==> src/rtl/ascs_pkg.sv <==
// ----------------------------------------------------------------------------
// ascs_pkg
// shared types, constants and helpers for the accumulator stack machine
// ----------------------------------------------------------------------------
package ascs_pkg;

	localparam int CORE_DEPTH = 64;
	localparam int DS_DEPTH   = 16;
	localparam int RS_DEPTH   = 16;

	localparam int CORE_AW = $clog2(CORE_DEPTH);
	localparam int DS_AW   = $clog2(DS_DEPTH);
	localparam int RS_AW   = $clog2(RS_DEPTH);

	localparam logic [8:0] CORE_LIMIT = 9'(CORE_DEPTH);

	typedef enum logic [1:0] {
		OP_WRITE   = 2'd0,
		OP_READ    = 2'd1,
		OP_EXEC    = 2'd2,
		OP_RESTART = 2'd3
	} oper_t;

	typedef enum logic [2:0] {
		ST_RUN        = 3'd0,
		ST_HALT       = 3'd1,
		ST_PC_RANGE   = 3'd2,
		ST_JEQ_RANGE  = 3'd3,
		ST_JMP_RANGE  = 3'd4,
		ST_LOAD_RANGE = 3'd5,
		ST_STOR_RANGE = 3'd6,
		ST_BAD_OP     = 3'd7
	} stop_t;

	localparam logic [7:0] INS_NOOP  = 8'h00;
	localparam logic [7:0] INS_JMP   = 8'h01;
	localparam logic [7:0] INS_JEQ   = 8'h02;
	localparam logic [7:0] INS_PUSH  = 8'h03;
	localparam logic [7:0] INS_POP   = 8'h04;
	localparam logic [7:0] INS_RPUSH = 8'h05;
	localparam logic [7:0] INS_RPOP  = 8'h06;
	localparam logic [7:0] INS_ADD   = 8'h07;
	localparam logic [7:0] INS_SUB   = 8'h08;
	localparam logic [7:0] INS_LOAD  = 8'h09;
	localparam logic [7:0] INS_STOR  = 8'h0a;
	localparam logic [7:0] INS_HALT  = 8'hff;

	typedef logic [CORE_AW-1:0] core_idx_t;
	typedef logic [DS_AW-1:0]   ds_idx_t;
	typedef logic [RS_AW-1:0]   rs_idx_t;

	typedef struct packed {
		logic [6:0] pc;
		ds_idx_t    dtop;
		rs_idx_t    rtop;
		logic [7:0] acc;
		stop_t      stop;
	} mach_t;

	typedef struct packed {
		logic       en;
		core_idx_t  idx;
		logic [7:0] data;
	} core_wr_t;

	typedef struct packed {
		logic       en;
		ds_idx_t    idx;
		logic [7:0] data;
	} ds_wr_t;

	typedef struct packed {
		logic       en;
		rs_idx_t    idx;
		logic [7:0] data;
	} rs_wr_t;

	function automatic logic in_core(logic [8:0] a);
		return a < CORE_LIMIT;
	endfunction

	function automatic core_idx_t core_idx(logic [8:0] a);
		return a[CORE_AW-1:0];
	endfunction

	function automatic ds_idx_t ds_inc(ds_idx_t p);
		return (p == DS_AW'(DS_DEPTH - 1)) ? '0 : ds_idx_t'(p + 1'b1);
	endfunction

	function automatic ds_idx_t ds_dec(ds_idx_t p);
		return (p == '0) ? DS_AW'(DS_DEPTH - 1) : ds_idx_t'(p - 1'b1);
	endfunction

	function automatic rs_idx_t rs_inc(rs_idx_t p);
		return (p == RS_AW'(RS_DEPTH - 1)) ? '0 : rs_idx_t'(p + 1'b1);
	endfunction

	function automatic rs_idx_t rs_dec(rs_idx_t p);
		return (p == '0) ? RS_AW'(RS_DEPTH - 1) : rs_idx_t'(p - 1'b1);
	endfunction

endpackage

==> src/rtl/ascs_core_mem.sv <==
// ----------------------------------------------------------------------------
// ascs_core_mem
// core byte memory, one write port, two registered read ports with bypass
// ----------------------------------------------------------------------------
module ascs_core_mem (
	input  logic                  clk,
	input  logic                  arst_n,
	input  ascs_pkg::core_wr_t    wr,
	input  ascs_pkg::core_idx_t   ra_idx,
	input  ascs_pkg::core_idx_t   rb_idx,
	output logic [7:0]            ra_q,
	output logic [7:0]            rb_q
);

	logic [7:0]                      mem [ascs_pkg::CORE_DEPTH];
	logic [ascs_pkg::CORE_DEPTH-1:0] vld_q;

	always_ff @(posedge clk) begin
		if (wr.en) begin
			mem[wr.idx] <= wr.data;
		end
	end

	// entries never written read as zero
	always_ff @(posedge clk or negedge arst_n) begin
		if (!arst_n) begin
			vld_q <= '0;
			ra_q  <= '0;
			rb_q  <= '0;
		end else begin
			if (wr.en) begin
				vld_q[wr.idx] <= 1'b1;
			end
			if (wr.en && wr.idx == ra_idx) begin
				ra_q <= wr.data;
			end else if (vld_q[ra_idx]) begin
				ra_q <= mem[ra_idx];
			end else begin
				ra_q <= '0;
			end
			if (wr.en && wr.idx == rb_idx) begin
				rb_q <= wr.data;
			end else if (vld_q[rb_idx]) begin
				rb_q <= mem[rb_idx];
			end else begin
				rb_q <= '0;
			end
		end
	end

endmodule

==> src/rtl/ascs_dstack.sv <==
// ----------------------------------------------------------------------------
// ascs_dstack
// data stack memory with cached top, next and bottom entry
// ----------------------------------------------------------------------------
module ascs_dstack (
	input  logic                clk,
	input  logic                arst_n,
	input  ascs_pkg::ds_wr_t    wr,
	input  ascs_pkg::ds_idx_t   top_n,
	input  logic [7:0]          tos_n,
	output logic [7:0]          tos_q,
	output logic [7:0]          nos_q,
	output logic [7:0]          ds0_q
);

	logic [7:0]                    mem [ascs_pkg::DS_DEPTH];
	logic [ascs_pkg::DS_DEPTH-1:0] vld_q;
	ascs_pkg::ds_idx_t             rd_idx;

	assign rd_idx = ascs_pkg::ds_dec(top_n);

	always_ff @(posedge clk) begin
		if (wr.en) begin
			mem[wr.idx] <= wr.data;
		end
	end

	always_ff @(posedge clk or negedge arst_n) begin
		if (!arst_n) begin
			vld_q <= '0;
			tos_q <= '0;
			nos_q <= '0;
			ds0_q <= '0;
		end else begin
			if (wr.en) begin
				vld_q[wr.idx] <= 1'b1;
			end
			tos_q <= tos_n;
			if (wr.en && wr.idx == rd_idx) begin
				nos_q <= wr.data;
			end else if (vld_q[rd_idx]) begin
				nos_q <= mem[rd_idx];
			end else begin
				nos_q <= '0;
			end
			if (wr.en && wr.idx == '0) begin
				ds0_q <= wr.data;
			end
		end
	end

endmodule

==> src/rtl/ascs_exec.sv <==
// ----------------------------------------------------------------------------
// ascs_exec
// decode and next-state logic for one transaction
// ----------------------------------------------------------------------------
module ascs_exec (
	input  ascs_pkg::oper_t     op,
	input  logic [5:0]          addr,
	input  logic [7:0]          wdata,
	input  ascs_pkg::mach_t     cur,
	input  logic [7:0]          tos,
	input  logic [7:0]          nos,
	input  logic [7:0]          ds0,
	input  logic [7:0]          rs_val,
	input  logic [7:0]          fetch_data,
	input  logic [7:0]          load_data,
	output ascs_pkg::mach_t     nxt,
	output logic [7:0]          tos_n,
	output ascs_pkg::core_wr_t  core_wr,
	output ascs_pkg::ds_wr_t    ds_wr,
	output ascs_pkg::rs_wr_t    rs_wr,
	output logic [7:0]          rdata
);

	logic [6:0]        pc_inc;
	ascs_pkg::ds_idx_t d_inc;
	ascs_pkg::ds_idx_t d_dec;
	ascs_pkg::rs_idx_t r_inc;
	ascs_pkg::rs_idx_t r_dec;
	logic [7:0]        sum;
	logic [7:0]        diff;
	logic              tos_ok;

	assign pc_inc = cur.pc + 7'd1;
	assign d_inc  = ascs_pkg::ds_inc(cur.dtop);
	assign d_dec  = ascs_pkg::ds_dec(cur.dtop);
	assign r_inc  = ascs_pkg::rs_inc(cur.rtop);
	assign r_dec  = ascs_pkg::rs_dec(cur.rtop);
	assign sum    = nos + tos;
	assign diff   = nos - tos;
	assign tos_ok = ascs_pkg::in_core({1'b0, tos});

	always_comb begin
		nxt     = cur;
		tos_n   = tos;
		core_wr = '0;
		ds_wr   = '0;
		rs_wr   = '0;
		rdata   = '0;
		case (op)
			ascs_pkg::OP_WRITE: begin
				if (ascs_pkg::in_core({3'b000, addr})) begin
					core_wr.en   = 1'b1;
					core_wr.idx  = ascs_pkg::core_idx({3'b000, addr});
					core_wr.data = wdata;
				end
			end
			ascs_pkg::OP_READ: begin
				if (ascs_pkg::in_core({3'b000, addr})) begin
					rdata = fetch_data;
				end
			end
			ascs_pkg::OP_EXEC: begin
				if (cur.stop == ascs_pkg::ST_RUN) begin
					if (!ascs_pkg::in_core({2'b00, cur.pc})) begin
						nxt.stop = ascs_pkg::ST_PC_RANGE;
					end else begin
						nxt.pc = pc_inc;
						case (fetch_data)
							ascs_pkg::INS_NOOP: begin
							end
							ascs_pkg::INS_JMP: begin
								nxt.dtop = d_dec;
								tos_n    = nos;
								if (tos_ok) begin
									nxt.pc = tos[6:0];
								end else begin
									nxt.stop = ascs_pkg::ST_JMP_RANGE;
								end
							end
							ascs_pkg::INS_JEQ: begin
								nxt.dtop = d_dec;
								tos_n    = nos;
								if (cur.acc == '0) begin
									if (tos_ok) begin
										nxt.pc = tos[6:0];
									end else begin
										nxt.stop = ascs_pkg::ST_JEQ_RANGE;
									end
								end
							end
							ascs_pkg::INS_PUSH: begin
								nxt.dtop = d_inc;
								tos_n    = cur.acc;
								ds_wr    = '{en: 1'b1, idx: d_inc, data: cur.acc};
							end
							ascs_pkg::INS_POP: begin
								nxt.dtop = d_dec;
								nxt.acc  = tos;
								tos_n    = nos;
							end
							ascs_pkg::INS_RPUSH: begin
								nxt.rtop = r_inc;
								rs_wr    = '{en: 1'b1, idx: r_inc, data: cur.acc};
							end
							ascs_pkg::INS_RPOP: begin
								nxt.rtop = r_dec;
								nxt.acc  = rs_val;
							end
							ascs_pkg::INS_ADD: begin
								nxt.dtop = d_dec;
								tos_n    = sum;
								ds_wr    = '{en: 1'b1, idx: d_dec, data: sum};
							end
							ascs_pkg::INS_SUB: begin
								nxt.dtop = d_dec;
								tos_n    = diff;
								ds_wr    = '{en: 1'b1, idx: d_dec, data: diff};
							end
							ascs_pkg::INS_LOAD: begin
								nxt.dtop = d_dec;
								tos_n    = nos;
								if (tos_ok) begin
									nxt.acc = load_data;
								end else begin
									nxt.stop = ascs_pkg::ST_LOAD_RANGE;
								end
							end
							ascs_pkg::INS_STOR: begin
								nxt.dtop = d_dec;
								tos_n    = nos;
								if (tos_ok) begin
									core_wr.en   = 1'b1;
									core_wr.idx  = ascs_pkg::core_idx({1'b0, tos});
									core_wr.data = cur.acc;
								end else begin
									nxt.stop = ascs_pkg::ST_STOR_RANGE;
								end
							end
							ascs_pkg::INS_HALT: begin
								nxt.stop = ascs_pkg::ST_HALT;
							end
							default: begin
								nxt.stop = ascs_pkg::ST_BAD_OP;
							end
						endcase
					end
				end
			end
			default: begin
				nxt.pc   = '0;
				nxt.dtop = '0;
				nxt.rtop = '0;
				nxt.acc  = '0;
				nxt.stop = ascs_pkg::ST_RUN;
				tos_n    = ds0;
			end
		endcase
	end

endmodule

==> src/rtl/accumulator_stack_cpu_step.sv <==
// ----------------------------------------------------------------------------
// accumulator_stack_cpu_step
// byte machine with 64-byte core, data and return stacks and an accumulator.
// Takes one transaction per clock cycle, back to back, while each result is
// taken as it appears; each result passes the input register, then the
// result register, and waits there until it is taken. The output
// register lets the next transaction in while a result waits. The rate is set
// by the single execute step between the two registers: decode of the opcode,
// one stack update and at most one core access. The opcode, a read byte, the
// load operand and the top two data stack entries are fetched as a
// transaction enters, from the machine state that the transaction ahead of it
// leaves. All stores read as zero after reset without a clearing pass.
// ----------------------------------------------------------------------------
module accumulator_stack_cpu_step (
	input  logic       clk,
	input  logic       arst_n,
	input  logic       in_valid,
	output logic       in_ready,
	input  logic [1:0] operation,
	input  logic [5:0] address,
	input  logic [7:0] write_data,
	output logic       out_valid,
	input  logic       out_ready,
	output logic [2:0] status,
	output logic [6:0] program_counter,
	output logic [7:0] accumulator,
	output logic [7:0] read_data
);

	logic                valid_s1;
	ascs_pkg::oper_t     op_s1;
	logic [5:0]          addr_s1;
	logic [7:0]          wdata_s1;

	ascs_pkg::mach_t     mach_q;
	ascs_pkg::mach_t     mach_n;
	logic [7:0]          rs_q [ascs_pkg::RS_DEPTH];

	logic                out_valid_q;
	ascs_pkg::stop_t     status_q;
	logic [6:0]          pc_q;
	logic [7:0]          acc_q;
	logic [7:0]          rdata_q;

	logic                fire;
	logic                in_fire;
	ascs_pkg::oper_t     nxt_op;
	logic [5:0]          nxt_addr;

	ascs_pkg::mach_t     ex_nxt;
	logic [7:0]          ex_tos_n;
	ascs_pkg::core_wr_t  ex_core_wr;
	ascs_pkg::ds_wr_t    ex_ds_wr;
	ascs_pkg::rs_wr_t    ex_rs_wr;
	logic [7:0]          ex_rdata;

	ascs_pkg::core_wr_t  core_wr_g;
	ascs_pkg::ds_wr_t    ds_wr_g;
	logic [7:0]          tos_eff;
	ascs_pkg::core_idx_t ra_idx;
	ascs_pkg::core_idx_t rb_idx;
	logic [7:0]          ra_q;
	logic [7:0]          rb_q;
	logic [7:0]          tos_q;
	logic [7:0]          nos_q;
	logic [7:0]          ds0_q;

	assign fire     = valid_s1 && (!out_valid_q || out_ready);
	assign in_ready = !valid_s1 || fire;
	assign in_fire  = in_valid && in_ready;

	assign nxt_op   = in_fire ? ascs_pkg::oper_t'(operation) : op_s1;
	assign nxt_addr = in_fire ? address : addr_s1;

	assign mach_n    = fire ? ex_nxt : mach_q;
	assign tos_eff   = fire ? ex_tos_n : tos_q;
	assign core_wr_g = fire ? ex_core_wr : '0;
	assign ds_wr_g   = fire ? ex_ds_wr : '0;

	// port a serves the read transaction or the opcode fetch
	assign ra_idx = (nxt_op == ascs_pkg::OP_READ) ? ascs_pkg::core_idx({3'b000, nxt_addr})
		: ascs_pkg::core_idx({2'b00, mach_n.pc});
	assign rb_idx = ascs_pkg::core_idx({1'b0, tos_eff});

	ascs_core_mem u_core (
		.clk    (clk),
		.arst_n (arst_n),
		.wr     (core_wr_g),
		.ra_idx (ra_idx),
		.rb_idx (rb_idx),
		.ra_q   (ra_q),
		.rb_q   (rb_q)
	);

	ascs_dstack u_dstack (
		.clk    (clk),
		.arst_n (arst_n),
		.wr     (ds_wr_g),
		.top_n  (mach_n.dtop),
		.tos_n  (tos_eff),
		.tos_q  (tos_q),
		.nos_q  (nos_q),
		.ds0_q  (ds0_q)
	);

	ascs_exec u_exec (
		.op         (op_s1),
		.addr       (addr_s1),
		.wdata      (wdata_s1),
		.cur        (mach_q),
		.tos        (tos_q),
		.nos        (nos_q),
		.ds0        (ds0_q),
		.rs_val     (rs_q[mach_q.rtop]),
		.fetch_data (ra_q),
		.load_data  (rb_q),
		.nxt        (ex_nxt),
		.tos_n      (ex_tos_n),
		.core_wr    (ex_core_wr),
		.ds_wr      (ex_ds_wr),
		.rs_wr      (ex_rs_wr),
		.rdata      (ex_rdata)
	);

	// input register
	always_ff @(posedge clk or negedge arst_n) begin
		if (!arst_n) begin
			valid_s1 <= 1'b0;
		end else if (in_fire) begin
			valid_s1 <= 1'b1;
		end else if (fire) begin
			valid_s1 <= 1'b0;
		end
	end

	always_ff @(posedge clk) begin
		if (in_fire) begin
			op_s1    <= ascs_pkg::oper_t'(operation);
			addr_s1  <= address;
			wdata_s1 <= write_data;
		end
	end

	// machine state and return stack
	always_ff @(posedge clk or negedge arst_n) begin
		if (!arst_n) begin
			mach_q <= '0;
			rs_q   <= '{default: '0};
		end else begin
			mach_q <= mach_n;
			if (fire && ex_rs_wr.en) begin
				rs_q[ex_rs_wr.idx] <= ex_rs_wr.data;
			end
		end
	end

	// result register
	always_ff @(posedge clk or negedge arst_n) begin
		if (!arst_n) begin
			out_valid_q <= 1'b0;
		end else if (fire) begin
			out_valid_q <= 1'b1;
		end else if (out_ready) begin
			out_valid_q <= 1'b0;
		end
	end

	always_ff @(posedge clk) begin
		if (fire) begin
			status_q <= ex_nxt.stop;
			pc_q     <= ex_nxt.pc;
			acc_q    <= ex_nxt.acc;
			rdata_q  <= ex_rdata;
		end
	end

	assign out_valid       = out_valid_q;
	assign status          = status_q;
	assign program_counter = pc_q;
	assign accumulator     = acc_q;
	assign read_data       = rdata_q;

	a_fire_gives_result: assert property (@(posedge clk) disable iff (!arst_n)
		fire |=> out_valid_q)
		else $error("executed transaction left no result");

	a_stopped_holds: assert property (@(posedge clk) disable iff (!arst_n)
		fire && op_s1 == ascs_pkg::OP_EXEC && mach_q.stop != ascs_pkg::ST_RUN
		|=> $stable(mach_q))
		else $error("stopped machine changed state on execute");

	a_restart_clears: assert property (@(posedge clk) disable iff (!arst_n)
		fire && op_s1 == ascs_pkg::OP_RESTART
		|=> mach_q.pc == '0 && mach_q.dtop == '0 && mach_q.rtop == '0
			&& mach_q.acc == '0 && mach_q.stop == ascs_pkg::ST_RUN)
		else $error("restart left machine state behind");

	a_empty_takes: assert property (@(posedge clk) disable iff (!arst_n)
		!valid_s1 |-> in_ready)
		else $error("empty input register refused a transaction");

endmodule

==> config.mk <==
export PLATFORM = sky130hd
export DESIGN_NAME = accumulator_stack_cpu_step
export DESIGN_NICKNAME = d
export VERILOG_FILES = /design/src/rtl/ascs_pkg.sv /design/src/rtl/ascs_core_mem.sv /design/src/rtl/ascs_dstack.sv /design/src/rtl/ascs_exec.sv /design/src/rtl/accumulator_stack_cpu_step.sv
export SDC_FILE = /design/constraint.sdc
export NUM_CORES = 2
export LEC_CHECK = 0
export BUFFER_PORTS_ARGS = -buffer_cell sky130_fd_sc_hd__buf_2
export CELL_PAD_IN_SITES_DETAIL_PLACEMENT = 0
export CELL_PAD_IN_SITES_GLOBAL_PLACEMENT = 1
export CORE_ASPECT_RATIO = 0.9
export CORE_MARGIN = 2
export CORE_UTILIZATION = 55
export CTS_BUF_LIST = sky130_fd_sc_hd__clkbuf_16
export DETAILED_ROUTE_END_ITERATION = 10
export PLACE_DENSITY_LB_ADDON = 0.25
export SLEW_MARGIN = 40
export SYNTH_ARGS = -nofsm -noshare
export SYNTH_HDL_FRONTEND = slang
export SYNTH_SLANG_ARGS = --single-unit
export TNS_END_PERCENT = 50
==> constraint.sdc <==
create_clock -name clk -period 6.5 [get_ports clk]
set_input_delay 1.625 -clock clk [delete_from_list [all_inputs] [get_ports clk]]
set_output_delay 1.625 -clock clk [all_outputs]
set_load 0.03 [all_outputs]
==> summary.txt <==
Cells and area
  • Most common cell after layout, fill and taps aside: nand2_1
  • Fillers: 7,087
  • Design Area, Final: 52,000 um2
  • Final #Nets: approximately 4,500
  • Commonest cells after routing, fill and taps aside: nand2_1, edfxtp_1, nand3_1
  • Antenna diodes: 0
  • Layout cells sized above 1: approximately an eighth
  • Syn-to-layout area delta: 9.90%

STA
  • Slew @ Worst Pin: approximately 910 ps
  • Fin crit period: around 5200 ps
  • Final setup fails: 0
  • WHS: 464 ps
  • Max Transition Viols Final: 0
  • Clk_skew: 26.5 ps
  • Slew margin rel.: 39.6%
  • Crit share post-route: 80.0%
  • Setup WS post-layout: 1300 ps
  • RSZ-0062 raised after global routing: no
  • Fmax achieved: 0.192 GHz
  • Fin. Hold Viols: 0
  • Fin Setup TNS: 0 ps

Worst setup path
  • Worst-path fanout max: just over 70
  • CP Class: flop to flop
  • CP endpoint kind: flop
  • Worst EP required: 7100 ps
  • Startpoint types: flop
  • CP Data Arrival Time: 5810 ps

Placed design
  • I/O Buffers: 47
  • Gpl congestion: approximately 0.94
  • DP HPWL: 97,000 um
  • Placement Setup Slack: between 900 and 1000 ps
  • DP Area: between 40,000 and 50,000 um2

Floorplan
  • Num rows: 102
  • IO Count: 48
  • Die Footprint: 88,400 um2
  • Placeable Area: 85,600 um2
  • Die H: around 280 um
  • Initial core utilization: 55.2%
  • Die width: 313 um

Synthesis
  • Synth Warn #: 0
  • Seq/Total Area, Yosys: 57.7%
  • Synth Net Count: 4,590
  • EDFF count, synth: 674
  • Fraction of registers with async set/reset: 28.8%
  • Top FF cell, synth: edfxtp_1
  • Instance count of the mapped netlist: 4,549
  • Netlist cell types: 114
  • Area of the mapped netlist: 47,300 um2
  • Syn Area/Cell: 10.4 um2
  • Flip-flop and latch count after synthesis: roughly 960

Detailed routing
  • DR iter-0 viols: between 5,000 and 6,000
  • DR pass1 iterations: 6
  • WL/cell: 26.2 um
  • Number of routed nets with antenna violations: 0
  • Vias post-DR: 37,640
  • WL final: 150,000 um
  • Vias per cell: 6.57
  • DRC viols: 0

Flow run
  • Max-cap violations: 0

Clock network
  • Resize count post-CTS: 0
  • H-tree Lvls: 3
  • Clk Latency, worst-skew pair: around 690 ps
  • Cts hold-fix bufs: 0
  • CTS Buf Count: 100
  • Reg clk slew, reported paths: 70 ps
  • Max clock buf depth: 3
  • Setup bufs post-CTS: 0
  • CTS tree: yes
  • Root Buffer Master: clkbuf_16
  • CTS sink cnt: 958

Power
  • Seq pwr share: between 30% and 40%
  • Maximum VDD drop: 335 uV
  • Total power: 20.1 mW
  • P_leak: just under 20 nW
  • Sw Share: 39.8%
  • Internal: 12.1 mW
  • Net Sw Power: 8.00 mW
  • Combinational power share: 37.0%
  • Clock Power Share: 27.9%
  • Pwr Density: 386 nW/um2

Global routing
  • Vias in the first global route: 35,399
  • Antenna violations before repair: 0
  • Grt total ovfl: 0
  • Pin count of the biggest net entering global routing: 142
  • Gr usage total: 33.8%
  • First-pass GRT wire length: roughly 230,000 um

Run status
  • Status: complete, no violations

Min path
  • Worst Hold Class: flop to flop
synth_stat cells, drive strengths merged, types with 25 or more instances:
master	number	area, um2
o21ai	217	1090
edfxtp	674	20200
mux2i	88	881
buf	211	1310
a221oi	52	499
o22ai	54	350
a31oi	93	609
nor3	55	297
or2	83	519
a311oi	43	383
inv	52	198
and3	95	594
a22oi	81	627
a32oi	27	236
dfrtp	276	6910
a21oi	278	1420
nor2	197	773
o211ai	25	211
nand2	1189	4470
nand4	25	163
clkbuf	114	428
mux4	40	901
nand3	290	1460
cell families (layout without fill, tap and decap cells):
logic type,count (synthesis),count (layout),share of synthesized area (%)
flip-flops,958,958,57.7
XOR/XNOR,17,17,0.315
AND/OR/NAND/NOR,2017,2017,18.9
multiplexers,145,145,4.18
buffers and inverters,378,414,4.11
adder cells (fa/ha/maj),21,21,0.587
AO/OA/AOI/OAI,1013,1013,14.2
per-stage QoR:
stage               utilization, %  cells
finish                        60.7   5729
global route                  60.7   5729
CTS                           60.6   5726
detailed placement            56.9   5541
global placement              56.6   5534
floorplan                        -   4549
worst paths after layout:
check	slack (ps)	depth (start not counted)	to	startpoint
worst max-delay path	1300	13	u_core.rb_q[0]	mach_q[0]
worst min-delay path	460	1	u_dstack.vld_q[3]	u_dstack.vld_q[3]
worst max register to register	1300	13	u_core.rb_q[0]	mach_q[0]
worst min register to register	460	1	u_dstack.vld_q[3]	u_dstack.vld_q[3]
max in group asynchronous	4250	3	u_core.vld_q[46]	arst_n
min in group asynchronous	910	1	rs_q[14]	arst_n
power by group through the flow:
stage | registers [mW] | clock network [mW] | logic (mW)
after floorplan | 7.02 | 0 | 5.04
after global placement | 7.16 | 0 | 7.16
after detailed placement | 7.15 | 0 | 7.21
after CTS | 7.03 | 5.65 | 7.23
after global routing | 7.05 | 5.87 | 7.90
final | 7.05 | 5.60 | 7.44
state kept, by name (all words and copies together) (netlist names), 16 cells and up:
signal / cells
u_core.mem: 512
rs_q: 128
u_dstack.mem: 128
u_core.vld_q: 64
mach_q: 26
u_dstack.vld_q: 16
metal layers:
metal  GRT usage (%)  vias up  share of wire, %  wire length [um]
met4            14.1        0               4.4              6620
met5               0        -                 0                 0
met3            5.54      352                10             15200
li1                -    16583                 -                 -
met2            50.1     2248                44             65900
met1            49.6    18457                42             62200
area by class of cell:
cell class	count	area [um2]	share of cell area [%]
Multi-Input combinational cell	3213	18400	35.3
Timing Repair Buffer	176	1520	2.92
Sequential cell	958	27300	52.5
Clock inverter	84	623	1.20
Inverter	53	210	0.404
Tap cell	1144	1430	2.75
Clock buffer	101	2530	4.86
critical path, stage by stage (launching register included):
cell and delay, ps:
dfrtp_1 450, or4_2 970, nor2_8 270, o211ai_4 160, a221o_1 410, a22oi_4 280
buf_12 350, buf_4 560, a21oi_1 170, a221oi_2 280, a311oi_1 100, nor3_1 610
nor2_1 160, o31ai_1 250
No activity file was read; power rests on OpenSTA's default activity.
